## config.mk

```make
export PLATFORM = sky130hd
export DESIGN_NAME = txwq_cmd_fifo
export DESIGN_NICKNAME = d
export VERILOG_FILES = /design/src/hw/rtl/txwq_pkg.sv /design/src/hw/rtl/txwq_cmd_fifo.sv
export SDC_FILE = /design/constraint.sdc
export NUM_CORES = 1
export LEC_CHECK = 0
export BUFFER_PORTS_ARGS = -buffer_cell sky130_fd_sc_hd__clkbuf_2
export CAP_MARGIN = 20
export CORE_MARGIN = 5
export CORE_UTILIZATION = 50
export CTS_BUF_LIST = sky130_fd_sc_hd__clkbuf_16
export DETAILED_ROUTE_END_ITERATION = 8
export GPL_TIMING_DRIVEN = 0
export PLACE_DENSITY_LB_ADDON = 0.05
export SYNTH_ARGS = -nofsm -noshare
export SYNTH_HDL_FRONTEND = slang
export SYNTH_SLANG_ARGS = --single-unit
```

## constraint.sdc

```tcl
create_clock -name clk -period 2.5 [get_ports clk]
set_clock_uncertainty 0.05 [all_clocks]
set_input_delay 0 -clock clk [delete_from_list [all_inputs] [get_ports clk]]
set_output_delay 0 -clock clk [all_outputs]
set_load 0.01 [all_outputs]
```

## src/hw/rtl/txwq_pkg.sv

```systemverilog
`timescale 1ns / 1ps
// ----------------------------------------------------------------------------
// txwq_pkg: shared types and constants
// Request codes, status codes, widths and the front-to-back command record.
// ----------------------------------------------------------------------------
package txwq_pkg;
	localparam int QueueDepth = 64;
	localparam int PtrW = $clog2(QueueDepth);
	localparam int CntW = PtrW + 1;
	localparam int EntryW = 16 + 8 + 48 + 64;

	localparam logic [2:0] REQ_PUSH = 3'd0;
	localparam logic [2:0] REQ_PEEK = 3'd1;
	localparam logic [2:0] REQ_DISCARD = 3'd2;
	localparam logic [2:0] REQ_PURGE = 3'd3;
	localparam logic [2:0] REQ_CLEAR = 3'd4;

	localparam logic [1:0] ST_OK = 2'd0;
	localparam logic [1:0] ST_NULL = 2'd1;
	localparam logic [1:0] ST_RANGE = 2'd2;

	// command handed from the front part to the back part
	typedef struct packed {
		logic [2:0] op;
		logic [1:0] status;
		logic [CntW-1:0] count;
		logic [7:0] path;
	} cmd_t;

	typedef struct packed {
		logic [1:0] status;
		logic [6:0] done_count;
		logic entry_valid;
		logic [15:0] out_packet;
		logic [7:0] out_path;
		logic [47:0] out_destination;
		logic [63:0] out_time;
		logic last;
		logic [6:0] occupancy;
		logic [6:0] free_space;
	} result_t;
endpackage

```

## src/hw/rtl/txwq_cmd_fifo.sv

```systemverilog
`timescale 1ns / 1ps
// ----------------------------------------------------------------------------
// txwq_cmd_fifo: two-entry command queue
// Decouples the request front part from the storage back part.
// ----------------------------------------------------------------------------
module txwq_cmd_fifo (
	input  logic             clk,
	input  logic             arst_n,
	input  logic             wr_valid,
	output logic             wr_ready,
	input  txwq_pkg::cmd_t   wr_cmd,
	output logic             rd_valid,
	input  logic             rd_ready,
	output txwq_pkg::cmd_t   rd_cmd
);
	txwq_pkg::cmd_t slot_q [2];
	logic wp_q, rp_q;
	logic [1:0] cnt_q;
	logic do_wr, do_rd;

	assign wr_ready = cnt_q != 2'd2;
	assign rd_valid = cnt_q != 2'd0;
	assign rd_cmd = slot_q[rp_q];
	assign do_wr = wr_valid && wr_ready;
	assign do_rd = rd_valid && rd_ready;

	always_ff @(posedge clk) begin
		if (do_wr) slot_q[wp_q] <= wr_cmd;
	end

	always_ff @(posedge clk or negedge arst_n) begin
		if (!arst_n) begin
			wp_q <= 1'b0;
			rp_q <= 1'b0;
			cnt_q <= 2'd0;
		end else begin
			if (do_wr) wp_q <= ~wp_q;
			if (do_rd) rp_q <= ~rp_q;
			cnt_q <= cnt_q + {1'b0, do_wr} - {1'b0, do_rd};
		end
	end

	assert property (@(posedge clk) disable iff (!arst_n) cnt_q != 2'd3)
		else $error("command queue count out of range");
	assert property (@(posedge clk) disable iff (!arst_n)
		(cnt_q == 2'd2 && !do_rd) |=> cnt_q == 2'd2)
		else $error("full queue lost an entry");
	assert property (@(posedge clk) disable iff (!arst_n)
		(cnt_q == 2'd0) |-> !do_rd)
		else $error("read from empty queue");
endmodule

```

==> results.toml <==
[routing]
viasPerCell = 4.53
ant_nets = 0
drt_wl_total_mm = 2.72
drt_iter0_drc = 8
drt-pass1-iter-count = 4
post_drt_wl_per_cell_um = 13.6
drc = 0
num_vias = 905

[synthesis]
synthCells = 79
synth_area_leaders = "edfxtp_1 73%, mux2_1 13%, dfrtp_1 6.1%"
synthAdderAreaFrac = 0.0153
synthXorXnorAreaFrac = 0.0214
synthSimpleGateAreaFrac = 0.0214
synthesis.nets = 105
synth_top_area_frac = 0.732
synth_cell_types = 15
synth_area_leader_cell = "edfxtp_1"
yosysWarnings = 0
synth-compound-area-share = 0
avgSynthCellArea_um2 = 20.8
synth.cell_area_um2 = 1640
synth-seq-cells = 44
synth_top_family_by_area = "multiplexers"
ys_seq_area_frac = 0.793
synthMuxAreaShare = 0.137

[cts]
clkSinkCount = 44
cts_buffers = 5
htreeDepth = 2
path_clk_slew_ns = 0.06
clk_latency_ns = 0.28
ctsResizeCount = 0
cts_tree = "done"
cts_max_path_buffers = 2
cts_root_buf = "clkbuf_16"

[power_and_ir_drop]
powerDensity_nw_per_um2 = 1050
leakage_nw = 0.925
peakVddDrop_v = 0.000698

[critical_path]
critPathLaunchType = "flip-flop"
cp_slowest_cell = "dfrtp_1"
cp_top_family = "adder cells"
path_cells = "or2_1 -> and2_4 -> ha_1 -> inv_1 -> ha_1 -> xnor2_1 -> xnor2_1"
path_buf_inv = 1
worstPathRequired_ns = 2.64
endpoint_kind = "flip-flop"
crit_fanout = 3
worstPathArrival_ns = 1.93
slowest_delay_ns = 0.41
worstSetupPathType = "reg2reg"

[cells_and_area]
multiInputGateArea_um2 = 323
final_cells = 200
diodes = 0
layout-drive-gt1-share = 0.365
fillers = 219
final_util = 0.743
nets = 181
register_area_um2 = 1300
area_growth_pct = 40.6

[timing]
fin_crit_ns = 1.79
fin_crit_sh = 0.715
timing.slew.headroom = 0.394
rsz0062_at_grt = "no"
finalWorstSetupSlack_ns = 0.712
whs_ns = 0.00756
slew_violations = 0
worst_pin_slew_ns = 0.909
tns_ns = 0
hold_violations = 0
max_freq_mhz = 559
setup_viol = 0

[grt]
grt_pass1_vias = 982
grt-ovfl-total = 0
grt_use_total = 0.141
grt_max_degree = 21
antenna_found_initial = 0
grt_pass1_wl_mm = 4.46

[worst_hold_path]
hold_path.class = "in2async"

[placement]
dp_slack_ns = 0.706
dp_hpwl_mm = 1.74
gp_congestion = 0.759
dp.cells = 169
portBuffers = 45

[floorplan]
die-area_um2 = 4530
row_count = 20
start_util = 0.529
die_w_um = 67.3
design.core.area_um2 = 3100
die_h_um = 67.3
io_pins = 46

[flow_run]
maxCapViolations = 0

[outcome]
status = "completed"
[kinds of logic after synthesis]
family / after synthesis
XOR/XNOR: 4
adder cells (fa/ha/maj): 2
buffers and inverters: 3
flip-flops: 44
multiplexers: 20
AND/OR/NAND/NOR: 6
[final timing paths]
path,from,to,slack (ns),cells after the start
min,arst_n,rp_q$_DFFE_PN0P_,0.008,2
min in group clk,wr_cmd[14],slot_q[0][14]$_DFFE_PP_,0.40,2
min reg2reg,wp_q$_DFFE_PN0N_,wp_q$_DFFE_PN0N_,0.47,1
max,cnt_q[1]$_DFF_PN0_,cnt_q[1]$_DFF_PN0_,0.71,7
max reg2reg,cnt_q[1]$_DFF_PN0_,cnt_q[1]$_DFF_PN0_,0.71,7
max in group asynchronous,arst_n,cnt_q[1]$_DFF_PN0_,2.27,2
[routing by layer]
metal  track usage  share of wire  vias to the layer above
met3        0.0433          0.065                        2
li1              -              -                      453
met2         0.247           0.54                       28
met1         0.153           0.39                      422
met5             0              0                        -
met4        0.0759         0.0070                        0
[synthesized netlist by cell type]
library cell  count
xnor2_1           3
mux2_2            1
dfrtp_1           4
buf_4             2
and3_1            1
edfxtp_1         40
nand2_1           1
and2_4            1
ha_1              2
nand2b_1          1
nor2_1            1
mux2_1           19
inv_1             1
or2_1             1
xor2_1            1
[layout make-up]
class,count,area share
well taps,44,0.0239
clock inverters,3,0.00543
multi-input cells,32,0.140
repair buffers,69,0.204
inverters,1,0.00163
plain buffers,2,0.00651
flip-flops and latches,44,0.564
clock buffers,5,0.0543
[stage by stage]
stage	total power (W)	instance area [µm²]
6_report	0.00241	2310
5_1_grt	0.00256	2310
4_1_cts	0.00245	2310
3_5_place_dp	0.00183	1940
3_3_place_gp	0.00179	1920
2_1_floorplan	0.00153	1640
[report_power, final]
part           switching [W]  internal (W)  total (W)
Combinational       0.000397      0.000351   0.000748
Sequential         0.0000552       0.00102    0.00107
Clock               0.000233      0.000360   0.000593
Total               0.000685       0.00173    0.00241
[flip-flops by register name, summed over array words and instances, names as in the netlist]
| name | cells |
|---|---|
| wp_q | 1 |
| rp_q | 1 |
| slot_q | 40 |
| cnt_q | 2 |
[worst reg2reg max path: stages, from the launching register on]
cell     delay [ns]
dfrtp_1        0.41
or2_1          0.25
and2_4         0.17
ha_1           0.26
inv_1          0.04
ha_1           0.17
xnor2_1        0.19
xnor2_1        0.16
[timing repair]
item | CTS | global route
endpoints found under the hold margin | 46 | 0
buffers inserted | 0 | 0
hold buffers | 23 | 0
[placed cells by master, fill, tap and decap left out, types with 2 or more instances in the layout]
cell type      instances
edfxtp_1              40
ha_1                   2
xnor2_1                3
buf_4                  2
inv_1                  3
clkbuf_2              45
mux2_1                19
dlygate4sd3_1         23
clkbuf_16              5
dfrtp_1                4
Note: power is estimated with default switching activity, not from simulation.
