<file path="config.mk">
export PLATFORM = sky130hd
export DESIGN_NAME = txwq_front
export DESIGN_NICKNAME = d
export VERILOG_FILES = /design/src/hw/rtl/txwq_pkg.sv /design/src/hw/rtl/txwq_front.sv
export SDC_FILE = /design/constraint.sdc
export NUM_CORES = 1
export LEC_CHECK = 0
export ABC_CLOCK_PERIOD_IN_PS = 5800
export BUFFER_PORTS_ARGS = -buffer_cell sky130_fd_sc_hd__buf_2
export CAP_MARGIN = 20
export CORE_MARGIN = 8
export CORE_UTILIZATION = 45
export DETAILED_ROUTE_END_ITERATION = 7
export HOLD_SLACK_MARGIN = 0.15
export PLACE_DENSITY_LB_ADDON = 0.2
export SYNTH_ARGS = -nofsm -noshare
export SYNTH_HDL_FRONTEND = slang
export SYNTH_SLANG_ARGS = --single-unit
</file>
<file path="constraint.sdc">
create_clock -name clk -period 5.8 [get_ports clk]
set_clock_uncertainty 0.15 [all_clocks]
set_input_delay 0.58 -clock clk [delete_from_list [all_inputs] [get_ports clk]]
set_output_delay 0.58 -clock clk [all_outputs]
set_load 0.05 [all_outputs]
</file>
<file path="src/hw/rtl/txwq_pkg.sv">
`timescale 1ns / 1ps
// ----------------------------------------------------------------------------
// txwq_pkg: shared types and constants
// Request codes, status codes, widths and the front-to-back command record.
// ----------------------------------------------------------------------------
package txwq_pkg;
	localparam int QueueDepth = 64;
	localparam int PtrW = $clog2(QueueDepth);
	localparam int CntW = PtrW + 1;
	localparam int EntryW = 16 + 8 + 48 + 64;

	localparam logic [2:0] REQ_PUSH = 3'd0;
	localparam logic [2:0] REQ_PEEK = 3'd1;
	localparam logic [2:0] REQ_DISCARD = 3'd2;
	localparam logic [2:0] REQ_PURGE = 3'd3;
	localparam logic [2:0] REQ_CLEAR = 3'd4;

	localparam logic [1:0] ST_OK = 2'd0;
	localparam logic [1:0] ST_NULL = 2'd1;
	localparam logic [1:0] ST_RANGE = 2'd2;

	// command handed from the front part to the back part
	typedef struct packed {
		logic [2:0] op;
		logic [1:0] status;
		logic [CntW-1:0] count;
		logic [7:0] path;
	} cmd_t;

	typedef struct packed {
		logic [1:0] status;
		logic [6:0] done_count;
		logic entry_valid;
		logic [15:0] out_packet;
		logic [7:0] out_path;
		logic [47:0] out_destination;
		logic [63:0] out_time;
		logic last;
		logic [6:0] occupancy;
		logic [6:0] free_space;
	} result_t;
endpackage

</file>
<file path="src/hw/rtl/txwq_front.sv">
`timescale 1ns / 1ps
// ----------------------------------------------------------------------------
// txwq_front: request classifier and batch tracker
// Writes push elements into the ring, tracks the open batch and issues
// commands to the back part.
// ----------------------------------------------------------------------------
module txwq_front (
	input  logic                            clk,
	input  logic                            arst_n,
	input  logic                            in_valid,
	output logic                            in_ready,
	input  logic [2:0]                      req_type,
	input  logic                            batch_last,
	input  logic [15:0]                     packet_handle,
	input  logic                            group_first,
	input  logic [7:0]                      path_id,
	input  logic [6:0]                      amount,
	input  logic [txwq_pkg::CntW-1:0]       free_now,
	input  logic [txwq_pkg::PtrW-1:0]       tail_ptr,
	input  logic                            back_idle,
	output logic                            wr_en,
	output logic [txwq_pkg::PtrW-1:0]       wr_addr,
	output logic                            cmd_valid,
	input  logic                            cmd_ready,
	output txwq_pkg::cmd_t                  cmd
);
	logic open_q, ovf_q, null_q, grp_q;
	logic [txwq_pkg::PtrW-1:0] start_q;
	logic [txwq_pkg::CntW-1:0] adm_q;
	logic is_push, accept, admit, n_ovf, n_null, n_grp;
	logic [txwq_pkg::PtrW-1:0] start_n;
	logic [txwq_pkg::CntW-1:0] adm_cur, adm_n, n_fin;

	// a push element waits until the back part has committed earlier work,
	// since free space and tail are taken against the committed state
	assign is_push = req_type == txwq_pkg::REQ_PUSH;
	always_comb begin
		in_ready = 1'b1;
		cmd_valid = 1'b0;
		if (is_push) begin
			in_ready = back_idle && (!batch_last || cmd_ready);
			cmd_valid = in_valid && back_idle && batch_last;
		end else if (req_type <= txwq_pkg::REQ_CLEAR) begin
			in_ready = cmd_ready;
			cmd_valid = in_valid;
		end
	end
	assign accept = in_valid && in_ready;

	always_comb begin
		start_n = open_q ? start_q : tail_ptr;
		adm_cur = open_q ? adm_q : '0;
		admit = adm_cur < free_now;
		adm_n = adm_cur + (admit ? 1'b1 : 1'b0);
		n_ovf = (open_q && ovf_q) || !admit;
		n_null = (open_q && null_q) || (admit && packet_handle == 16'd0);
		n_grp = admit ? (group_first && packet_handle != 16'd0) : (open_q && grp_q);
		n_fin = adm_n;
		if (n_ovf && adm_n != '0 && n_grp) n_fin = adm_n - 1'b1;
	end

	assign wr_en = accept && is_push && admit;
	assign wr_addr = start_n + adm_cur[txwq_pkg::PtrW-1:0];

	always_comb begin
		cmd.op = req_type;
		cmd.path = path_id;
		cmd.status = txwq_pkg::ST_OK;
		cmd.count = amount[txwq_pkg::CntW-1:0];
		if (is_push) begin
			cmd.count = n_fin;
			if (n_fin != '0 && n_null) begin
				cmd.status = txwq_pkg::ST_NULL;
				cmd.count = '0;
			end
			cmd.path = {2'b0, start_n};
		end
	end

	always_ff @(posedge clk) begin
		if (accept && is_push) begin
			start_q <= start_n;
			adm_q <= adm_n;
			ovf_q <= n_ovf;
			null_q <= n_null;
			grp_q <= n_grp;
		end
	end

	always_ff @(posedge clk or negedge arst_n) begin
		if (!arst_n) open_q <= 1'b0;
		else if (accept && req_type <= txwq_pkg::REQ_CLEAR)
			open_q <= is_push && !batch_last;
	end

	assert property (@(posedge clk) disable iff (!arst_n)
		wr_en |-> adm_cur < free_now)
		else $error("element admitted beyond free space");
	assert property (@(posedge clk) disable iff (!arst_n)
		(accept && is_push && batch_last) |-> cmd_valid && cmd_ready)
		else $error("batch end without command");
	assert property (@(posedge clk) disable iff (!arst_n)
		(accept && is_push) |-> back_idle)
		else $error("push while back part busy");
endmodule

</file>
==> metrics list, run 1 <==
* Via/cell ratio: 5.27
* Peak Freq: 0.185 GHz
- Unrepaired setup endpoints after global routing: false
- Setup violations remaining at the end of the flow were counted as 0.
- For this run the aggregate overflow at the end of global routing stands at 0.
* Post-route antenna net violation count: 0
* First-pass GRT wire length: between 8000 and 9000 um
- Aggregate negative setup slack: 0 ps
* Clock input transition at the sequential cells of the worst setup and hold paths: roughly 80 ps
* Avg WL per Cell: about 15 um
- For this block, the initial DRC count from the detailed router was 88.
- The placed instances occupy a cell area of 2340 sq um.
* Max cap viols: 0
- The via count of the first global-routing pass was roughly 1800.
- Clk sink count: 17
* # H-tree levels: 1
* Synth Register Bits: 17
* Non-filler cells, final: approximately 350
- The worst setup path is of the register to output port kind.
- Largest buffer count on any clock path: 2
* Number of instances in the synthesized netlist: ~220
* Initial core utilization: 45.5%
* Pin count of the biggest net entering global routing: 24
* Count of cell types in the netlist: 63
- Via count: 1838
* Design area: roughly 2400 sq um
* WP data arrival: between 4000 and 5000 ps
- CTS tree: yes
- Relative to the synthesized area, the layout overhead comes to 24.6%.
- The worst-case IR drop observed on VDD is between 0.1 and 0.15 mV.
- Sequential-to-total area share from yosys stat: between 20% and 30%
* Final-report hold violation count: 0
- Commonest non-fill, non-tap cell in the layout: buf_2
* Number of core rows: 24
- Global-route total usage across every layer: between 10% and 20%
- Counting I/O delays and the setup requirement, the final critical path takes ~5400 ps.
- The worst path uses 93.3% of the clock period.
- The synthesized design contains 16 enable-type register cells.
* I/O Buffers: between 80 and 90
* Number of detailed-routing iterations run before antenna repair: 4
- Run status: finished clean
* Post-synthesis instance area: between 1500 and 2000 sq um
* Post-route DRC violation count: 0
- Half-perimeter wire length of the detailed placement result: between 4000 and 5000 um
- A synthesized cell averages just under 9 sq um.
- The final-report max-slew violation count came to 0.
- In this run, CTS created clock tree buffers numbering 3.
- Power per Cell Area: 165 nW/um^2
- 0 antenna diodes ended up in the layout.
- Cells fill between 50 and 60% of the core in the end.
* Routed wire length: 5150 um
- Proportion of synthesized flip-flops having asynchronous set or reset: 5.88%
* Synthesis warning total: 0
* Required time worst endpoint: 5070 ps
- For this run, the post-layout net count is between 300 and 400.
- Remaining max-slew budget at the tightest pin: 37.9%
- The post-route netlist has around 39% of its cells at a drive strength greater than 1.
- Launching element type of the critical path: register
* Initial antenna violation count: 0
- Number of primary I/O pins: 83
* Total core area: 4230 sq um
* Hold WC Path Type: input port to register
* Insertion delay to the later sink of the worst-skew pair: about 260 ps
- Commonest cells after routing, fill and taps aside: 81 x buf_2, 36 x nand2_1, 17 x inv_1
* Root Buffer Master: clkbuf_8
- STA classifies the critical path endpoint as an output port.
* Post-synthesis net count: 290
- In this run, placement finished with an instance count of between 300 and 400.
- GPL Wtd Cong: roughly 0.83
- Tightest Pin Transition: roughly 930 ps
* Overall die area: ~6600 sq um
- Width of the chip: around 80 um
- For this design the static power due to leakage is 1.14 nW.
* Maximum fanout along the worst path: 11
* Die Ht: 81.5 um
- In the synthesized netlist the dominant register cell turns out to be edfxtp_1.
synthesized netlist by cell type (2+ instances only):
master	instances	area [sq um]
inv_1	17	63.8
a21oi_1	10	50.1
xnor2_1	8	70.1
nand4_1	2	12.5
mux2_2	7	78.8
nor4_1	4	25.0
and2_1	9	56.3
ha_1	14	175
mux2i_4	2	45.0
and3_1	2	12.5
o21ai_0	3	15.0
or3_1	3	18.8
nand3_1	9	45.0
edfxtp_1	16	480
nand2_1	36	135
nor3_1	4	20.0
clkbuf_1	5	18.8
and3b_1	2	17.5
mux2i_1	5	50.1
and3_2	4	30.0
nand2b_1	2	12.5
buf_4	5	37.5
nor2_1	12	45.0
cell families (layout without fill, tap and decap cells):
family | count (synthesis) | in the layout | share of synthesized area (%)
adder cells (fa/ha/maj) | 16 | 16 | 10.7
buffers and inverters | 29 | 105 | 7.01
multiplexers | 14 | 14 | 9.02
flip-flops | 17 | 17 | 26.2
AO/OA/AOI/OAI | 39 | 39 | 17.3
XOR/XNOR | 9 | 9 | 4.09
other | 1 | 1 | 0.194
AND/OR/NAND/NOR | 96 | 96 | 25.5
report_power, final:
part | total [W] | internal [W] | switching [W]
clock | 0.0000960 | 0.0000489 | 0.0000471
sequential | 0.000138 | 0.000136 | 0.00000188
combinational | 0.000162 | 0.0000526 | 0.000110
total | 0.000396 | 0.000237 | 0.000159
metal layers:
metal / track usage, % / up-vias / share of wire (%)
met4: 6.07 / 0 / 2.0
met2: 23.9 / 68 / 44
li1: - / 940 / -
met3: 2.52 / 7 / 7.5
met5: 0 / - / 0
met1: 20.7 / 823 / 46
through the flow:
step                setup WS [ps]  hold WS, ps  power [W]
finish                        386          404   0.000396
global route                  103          421   0.000411
CTS                           152          405   0.000395
detailed placement            457          208   0.000302
global placement              601          210   0.000301
floorplan                     283          134   0.000259
sequential cells by signal (all words and copies together), names as in the netlist:
name and cells:
null_q 1, open_q 1, adm_q 7, ovf_q 1, grp_q 1, start_q 6
critical path: stages (launching register included):
cell and delay [ps]:
dfrtp_2 490, and2_1 230, ha_1 210, nand2b_1 140, o221a_1 230, o221ai_1 230, nand2_1 140, inv_1 100
ha_1 220, ha_1 290, and3_4 240, mux2i_4 270, and3b_1 240, a41o_1 280, a21oi_4 320, mux2i_4 380
and2_1 160, buf_2 250
worst paths after layout:
path                       startpoint  endpoint  slack (ps)  depth (start not counted)
setup reg to reg               open_q  adm_q[6]        2270                         12
hold / removal             batch_last    open_q         400                          2
max in group asynchronous      arst_n    open_q        4940                          2
min in group asynchronous      arst_n    open_q         470                          2
hold reg to reg                 ovf_q     ovf_q         410                          2
setup / recovery               open_q   cmd[15]         390                         17
what timing repair did:
action                                  4_1_cts  5_1_grt
buffers inserted                              0        0
gates resized for setup                       0        2
endpoints found under the setup margin        0        6
hold buffers                                  1        0
endpoints found under the hold margin         1        0
layout make-up:
cell class | count | area (sq um)
fill | 378 | 1830
timing repair buffer | 83 | 423
multi-input combinational | 175 | 1290
inverter | 18 | 67.6
clock buffer | 4 | 45.0
tap | 52 | 65.1
sequential | 17 | 507
(Power assumes the default switching activity.)
==> run 2, diff against run 1 <==
--- a/config.mk
+++ b/config.mk
@@ -9,7 +9,7 @@
 export BUFFER_PORTS_ARGS = -buffer_cell sky130_fd_sc_hd__buf_2
 export CAP_MARGIN = 20
 export CORE_MARGIN = 8
-export CORE_UTILIZATION = 45
+export CORE_UTILIZATION = 23
 export DETAILED_ROUTE_END_ITERATION = 7
 export HOLD_SLACK_MARGIN = 0.15
 export PLACE_DENSITY_LB_ADDON = 0.2
==> run 2 against run 1 <==
Against the previous run:
- total power about the same
- routed wire length grew 17%
- critical path depth is the same
- critical path type unchanged
- critical endpoint unchanged
==> metrics list, run 2 (synthesized netlist as in run 1, its figures left out) <==
* Area of the multi-input gates: 1290 sq um (unchanged)
- Worst reg2reg path startpoint: adm_q[1]
- The number of max-capacitance violations reported came to 0 (unchanged).
* Total core area: 8180 sq um (+93%)
* Worst r2r dst: adm_q[6]
- The maximum achievable frequency is 0.185 GHz (+0.23%).
- The starting density of the core was 23.6% (-22 points).
- The total power divided by cell area came to 160 nW/um^2 (-3.0%).
- Insertion delay to the later sink of the worst-skew pair: 250 ps (about the same)
- The maximum vdd drop is 0.155 mV (+39%).
- The cell count after placement was 398 (+16%).
* Via count: 1828 (-0.54%)
- 1st-iter DRT viols: 57 (-35%)
- Remaining max-slew budget at the tightest pin: 48.3% (+10 points)
- The instance count on the critical path came to 17 (unchanged).
- The worst setup slack for register-to-register paths was 2290 ps (+20 ps).
* Category of cells accounting for the largest share of critical-path delay: simple AND/OR/NAND/NOR gates
* Max FFs per register: 7 (unchanged)
- The run finished with clean final reports.
- The horizontal die dimension was 108 um (+32%).
- The via density per instance came to 4.54 (-14%).
- The initial antenna violation count came to 0 (unchanged).
* GPL Wtd Cong: 0.778 (-6.1%)
- The final instance count without filler cells came to 403 (+15%).
- Clk sink count: 17 (unchanged)
- The number of remaining DRC errors is 0 (unchanged).
- The number of H-tree levels came to 1 (unchanged).
* Slowest library cell on the worst path: edfxtp_1
- I/O Buffers: 81 (unchanged)
- STA classifies the critical path endpoint as an output port.
- The number of detailed-route iterations in the first pass was 4 (unchanged).
* Routed wire length: 6000 um (+17%)
- The largest registers in the layout are adm_q x7, start_q x6.
* Max Slew Vio Count: 0 (unchanged)
- Relative to the synthesized area, the layout overhead comes to 28.6%.
- Global-route total usage across every layer: 10.2% (-5.1 points)
* First-pass GRT wire length: 9670 um (+17%)
- The CTS clock-pin slew for the worst setup and hold paths was 70 ps (about the same).
- Required time worst endpoint: 5070 ps (about the same)
- Buffering stage count on the worst path with inverters included: 2 (unchanged)
- Most common cell type on the critical path: ha_1
- Root Buffer Master: clkbuf_8
- The area of the die is 11600 sq um (+74%).
* Pin count of the biggest net entering global routing: 24 (unchanged)
* Inserted Clock Buffers: 3 (unchanged)
- CTS tree: yes
- Commonest cells after routing, fill and taps aside: 81 x buf_2, 36 x nand2_1, 17 x inv_1
- Tightest Pin Transition: 776 ps (-152 ps)
- Hold WC Path Type: register to register
* Unrepaired setup endpoints after global routing: false
* Final global-route overflow total: 0 (unchanged)
- The share of the cycle needed by the critical path after routing came to 93.1% (-0.22 points).
* Aggregate negative setup slack: 0 ps (unchanged)
* Avg WL per Cell: 14.9 um (+0.92%)
- The top-level port count was 83 (unchanged).
- The area used by sequential logic in the layout came to 505 sq um (-0.25%).
* Maximum fanout along the worst path: 11 (unchanged)
- Cells along the critical path: and2_1 -> ha_1 -> nand2b_1 -> o221a_1 -> o221ai_1 -> nand2_1 -> inv_1 -> ha_1 -> ha_1 -> and3_4 -> mux2i_4 -> and3b_1 -> a41o_1 -> a21oi_4 -> mux2i_4 -> and2_1 -> buf_2
- WP data arrival: 4670 ps (about the same)
- Final net count: 368 (+0.27%)
- Post-route antenna net violation count: 0 (unchanged)
- The time the worst path needs with I/O delays and setup came to 5400 ps (-12.6 ps).
- FF-to-FF path depth: 12 (unchanged)
- The final-report setup violation count was 0 (unchanged).
- The worst setup path is of the register to output port kind.
- adm_q holds more flip-flops than any other register.
- Critical path capture point: cmd[15]
- The post-layout instance area came to 2480 sq um (+3.2%).
* Launching element type of the critical path: register
- Placement-stage cell area: 2410 sq um (+3.2%)
- Critical path startpoint: adm_q[1]
* Hold Worst Slack: 419 ps (+14.3 ps)
* Maximum cell stage delay along the critical path: 460 ps (-30 ps)
- The static power due to leakage came to 1.15 nW (+0.51%).
- Die Ht: 108 um (+32%)
* Fraction of layout cells with a size suffix above 1: 39.6% (+0.20 points)
* Final-report hold violation count: 0 (unchanged)
- The layout filler cell count is 904 (+140%).
* Ant. Diodes: 0 (unchanged)
* Largest buffer count on any clock path: 2 (unchanged)
- Number of core rows: 33 (+38%)
- Half-perimeter wire length of the detailed placement result: 5060 um (+21%)
- Commonest non-fill, non-tap cell in the layout: buf_2
* Number of global-route vias before repair: 1962 (+6.9%)
[run 2: worst reg2reg max path, delay by kind of cell (launching register included)]
family / cells / cell delay, ps
AND/OR/NAND/NOR: 5 / 1000
adder cells (fa/ha/maj): 3 / 720
flip-flops: 1 / 460
AO/OA/AOI/OAI: 2 / 450
multiplexers: 1 / 390
buffers and inverters: 1 / 90
[run 2: worst min-delay path by stage]
stage / cells after the start / end / startpoint / slack, ps
after global placement: 1 / open_q / arst_n / 220
after global routing: 2 / open_q / batch_last / 460
after detailed placement: 1 / open_q / arst_n / 220
after CTS: 2 / ovf_q / ovf_q / 420
after floorplan: 0 / open_q / arst_n / 130
final: 2 / ovf_q / ovf_q / 420
[run 2: area by class of cell]
type	count	share of cell area, %
well taps	105	5.30
multi-input cells	175	52.2
repair buffers	84	17.4
clock buffers	3	1.67
flip-flops and latches	17	20.4
inverters	18	2.73
clock inverters	1	0.303
[run 2: power by group]
part	internal (W)	switching (W)
clock network	0.0000484	0.0000460
registers	0.000136	0.00000139
logic	0.0000529	0.000112
total	0.000237	0.000159
[run 2: metrics by stage]
| stage | worst slack (ps) | util, % | total power (W) |
|---|---|---|---|
| 2_1_floorplan | 283 | - | 0.000259 |
| 4_1_cts | 231 | 30.2 | 0.000402 |
| 6_report | 399 | 30.3 | 0.000396 |
| 3_3_place_gp | 625 | 29.5 | 0.000305 |
| 5_1_grt | 11.8 | 30.3 | 0.000418 |
| 3_5_place_dp | 529 | 29.5 | 0.000306 |
[run 2: timing repair]
item | in CTS | in global routing
hold buffers | 1 | 0
setup endpoints to repair | 0 | 6
gates resized for setup | 0 | 1
setup buffers | 0 | 0
endpoints found under the hold margin | 1 | 0
[run 2: routing by layer]
| layer | vias to the layer above | routed length [um] | global-route usage (%) |
|---|---|---|---|
| met5 | - | 0 | 0 |
| met4 | 0 | 44 | 1.78 |
| met3 | 4 | 190 | 2.28 |
| met2 | 33 | 3020 | 18.6 |
| met1 | 845 | 2740 | 12.0 |
| li1 | 946 | - | - |
==> run 3, diff against run 2 <==
--- a/config.mk
+++ b/config.mk
@@ -8,9 +8,10 @@
 export ABC_CLOCK_PERIOD_IN_PS = 5800
 export BUFFER_PORTS_ARGS = -buffer_cell sky130_fd_sc_hd__buf_2
 export CAP_MARGIN = 20
-export CORE_MARGIN = 8
+export CORE_MARGIN = 4
 export CORE_UTILIZATION = 23
 export DETAILED_ROUTE_END_ITERATION = 7
+export GPL_TIMING_DRIVEN = 0
 export HOLD_SLACK_MARGIN = 0.15
 export PLACE_DENSITY_LB_ADDON = 0.2
 export SYNTH_ARGS = -nofsm -noshare
==> run 3 against run 2 <==
Against the previous run:
- final area is 1.8% higher
- critical path depth is 2 higher
- routed wire length is 10% lower
- flip-flop and latch count stayed put
- core utilization is 0.54 points higher
- sequential share of layout area is 0.35 points lower
- setup slack worse by 17 ps
- fmax is 0.31% lower
- register-to-register slack worse by 110 ps
- largest power group unchanged
- sequential power hardly changed
- count of clock-buffer cells in the layout is 1 higher
- clock power is 5.5% lower
==> metrics list, run 3 (synthesized netlist as in run 1, its figures left out) <==
* WP data arrival: 4690 ps (+20 ps)
- The number of flip-flops under the largest register name came to 7 (unchanged).
* Final net count: 376 (+2.2%)
- Tcrit/Tclk final: 93.4% (+0.29 points)
- Aggregate negative setup slack: 0 ps (unchanged)
- The flow ran to the end, and the final reports show no timing, DRC or antenna violations.
- Number of global-route vias before repair: 1850 (-5.7%)
- In this run the worst setup path begins at open_q.
- Peak Freq: 0.185 GHz (-0.31%)
- The proportion of total power due to net switching was 38.9% (-1.3 points).
* Via/cell ratio: 4.50 (-0.82%)
- Final worst-path setup slack: 382 ps (-16.7 ps)
* 1st-iter DRT viols: 47 (-18%)
- Worst setup slack before clock tree synthesis: 78.8 ps (-450 ps)
* Commonest non-fill, non-tap cell in the layout: buf_2
- Pin count of the biggest net entering global routing: 20 (-17%)
* Maximum cell stage delay along the critical path: 360 ps (-100 ps)
- Number of detailed-routing iterations run before antenna repair: 5 (+1)
- Worst reg2reg path startpoint: open_q
- Fraction of layout cells with a size suffix above 1: 40.2% (+0.60 points)
- In this run the worst hold path is classified as register to register.
* Design Power: 0.000392 W (-1.1%)
* Post-route antenna net violation count: 0 (unchanged)
* Initial antenna violation count: 0 (unchanged)
- The library cells used most frequently in the layout, excluding fill and tap cells, are 80 x buf_2, 36 x nand2_1, 17 x inv_1.
* Avg WL per Cell: 13.1 um (-12%)
* Setup repair bufs after CTS: 0 (unchanged)
* Post-route DRC violation count: 0 (unchanged)
* Switching power of the nets: 0.000152 W (-4.3%)
- Total core area: 8180 sq um (unchanged)
- Peak supply drop: 0.0709 mV (-54%)
* Reg2reg setup slack: 2180 ps (-110 ps)
- Number of primary I/O pins: 83 (unchanged)
- I/O Buffers: 81 (unchanged)
* Internal power consumption: 0.000240 W (+1.0%)
- Ant. Diodes: 0 (unchanged)
- The endpoint required time on the critical path was 5070 ps (about the same).
* Max cap viols: 0 (unchanged)
* Power per Cell Area: 155 nW/um^2 (-2.9%)
- The total global routing overflow is 0 (unchanged).
- Launch point of the worst hold path: ovf_q
* Overall die area: 9910 sq um (-14%)
- The tree is rooted in a clkbuf_8.
- The global routing usage summed across all routing layers was 10.8% (+0.56 points).
- The number of failing hold endpoints at the final stage came to 0 (unchanged).
* Clk sink count: 17 (unchanged)
- The CTS clock-pin slew for the worst setup and hold paths is 70 ps (about the same).
- Tightest Pin Transition: 655 ps (-121 ps)
- The final-report setup violation count came to 0 (unchanged).
* Initial core utilization: 23.6% (unchanged)
* Half-perimeter wire length of the detailed placement result: 4510 um (-11%)
- The final weighted congestion of routability-driven global placement came to 0.740 (-4.8%).
* Insertion delay to the later sink of the worst-skew pair: 250 ps (about the same)
- Fin crit period: 5420 ps (+16.7 ps)
- Largest buffer count on any clock path: 2 (unchanged)
- Crit path capture type: output port
- Relative to the synthesized area, the layout overhead comes to 30.8%.
* Largest register by flop count: adm_q
* Via count: 1849 (+1.1%)
- The part of the power in registers came to 34.9% (+0.3 points).
* Leak Pwr: 1.17 nW (+2.0%)
- The die span in y was 99.6 um (-7.4%).
- Inserted Clock Buffers: 3 (unchanged)
- Number of core rows: 33 (unchanged)
- STA classifies the critical path startpoint as a register.
- The layout filler cell count was 930 (+2.9%).
- TritonCTS built the clock tree.
- Routed wire length: 5370 um (-10%)
- Cells along the critical path: buf_4 -> and2_2 -> ha_1 -> nand2b_1 -> o221a_1 -> o221ai_1 -> nand2_1 -> inv_1 -> ha_1 -> ha_2 -> and3_4 -> mux2i_4 -> and3b_1 -> a41o_1 -> a21oi_2 -> buf_6 -> mux2i_4 -> and2_1 -> clkbuf_4
* # H-tree levels: 1 (unchanged)
* Maximum fanout along the worst path: 19 (+8)
- Registers with the most flip-flops: adm_q x7, start_q x6
- The clock group share of total power came to 22.7% (-1.1 points).
* Slowest library cell on the worst path: dfrtp_1
- The final-report max-slew violation count came to 0 (unchanged).
- The max-slew headroom at the worst pin is 56.3% (+8.0 points).
* First-pass GRT wire length: 8730 um (-9.7%)
- Width of the chip: 99.6 um (-7.4%)
- Unrepaired setup endpoints after global routing: false
- The critical path is of the register to output port type.
* Power share of the combinational group: 42.4% (+0.8 points)
run 3: area by class of cell:
| class | instances | area (sq um) | area share (%) |
|---|---|---|---|
| multi-input combinational | 175 | 1290 | 51.2 |
| sequential | 17 | 505 | 20.0 |
| timing repair buffer | 82 | 418 | 16.6 |
| clock buffer | 4 | 45.0 | 1.79 |
| tap | 105 | 131 | 5.21 |
| inverter | 18 | 67.6 | 2.68 |
| buffer | 10 | 63.8 | 2.53 |
run 3: what timing repair did:
item / 4_1_cts / 5_1_grt
hold buffers: 1 / 0
resized for setup: 0 / 3
hold endpoints to repair: 1 / 0
endpoints found under the setup margin: 6 / 4
run 3: final timing paths:
| kind | to | cells past startpoint |
|---|---|---|
| setup / recovery | cmd[15] | 19 |
| hold / removal | ovf_q | 2 |
| setup reg to reg | adm_q[6] | 13 |
| hold reg to reg | ovf_q | 2 |
| max in group asynchronous | open_q | 2 |
| min in group asynchronous | open_q | 2 |
run 3: per-layer routing:
| metal | share of wire [%] | vias to the layer above | GRT usage, % |
|---|---|---|---|
| li1 | - | 961 | - |
| met1 | 46 | 848 | 14.1 |
| met2 | 50 | 36 | 18.9 |
| met3 | 2.8 | 4 | 0.912 |
| met4 | 1.1 | 0 | 3.15 |
| met5 | 0 | - | 0 |
run 3: critical path: cells and delay by family (launching register included):
family	cells	cell delay (ps)
and+or+nand+nor	6	1200
AOI/OAI and AO/OA	4	860
buffers and inverters	4	710
adders and majority gates	3	700
muxes	2	600
DFF	1	360
run 3: power by group through the flow:
stage	Combinational (W)	Clock (W)	Sequential (W)
after global placement	0.000167	0	0.000139
after global routing	0.000180	0.000101	0.000137
after floorplan	0.000120	0	0.000139
final	0.000166	0.0000891	0.000137
after CTS	0.000168	0.0000936	0.000137
after detailed placement	0.000168	0	0.000139
run 3: per-stage QoR:
stage | instance area (sq um) | util (%) | instances | hold WS, ps
3_5_place_dp | 2460 | 30.2 | 407 | 210
5_1_grt | 2520 | 30.9 | 411 | 440
2_1_floorplan | 1930 | - | 221 | 134
6_report | 2520 | 30.9 | 411 | 398
3_3_place_gp | 2460 | 30.2 | 407 | 210
4_1_cts | 2520 | 30.8 | 411 | 405
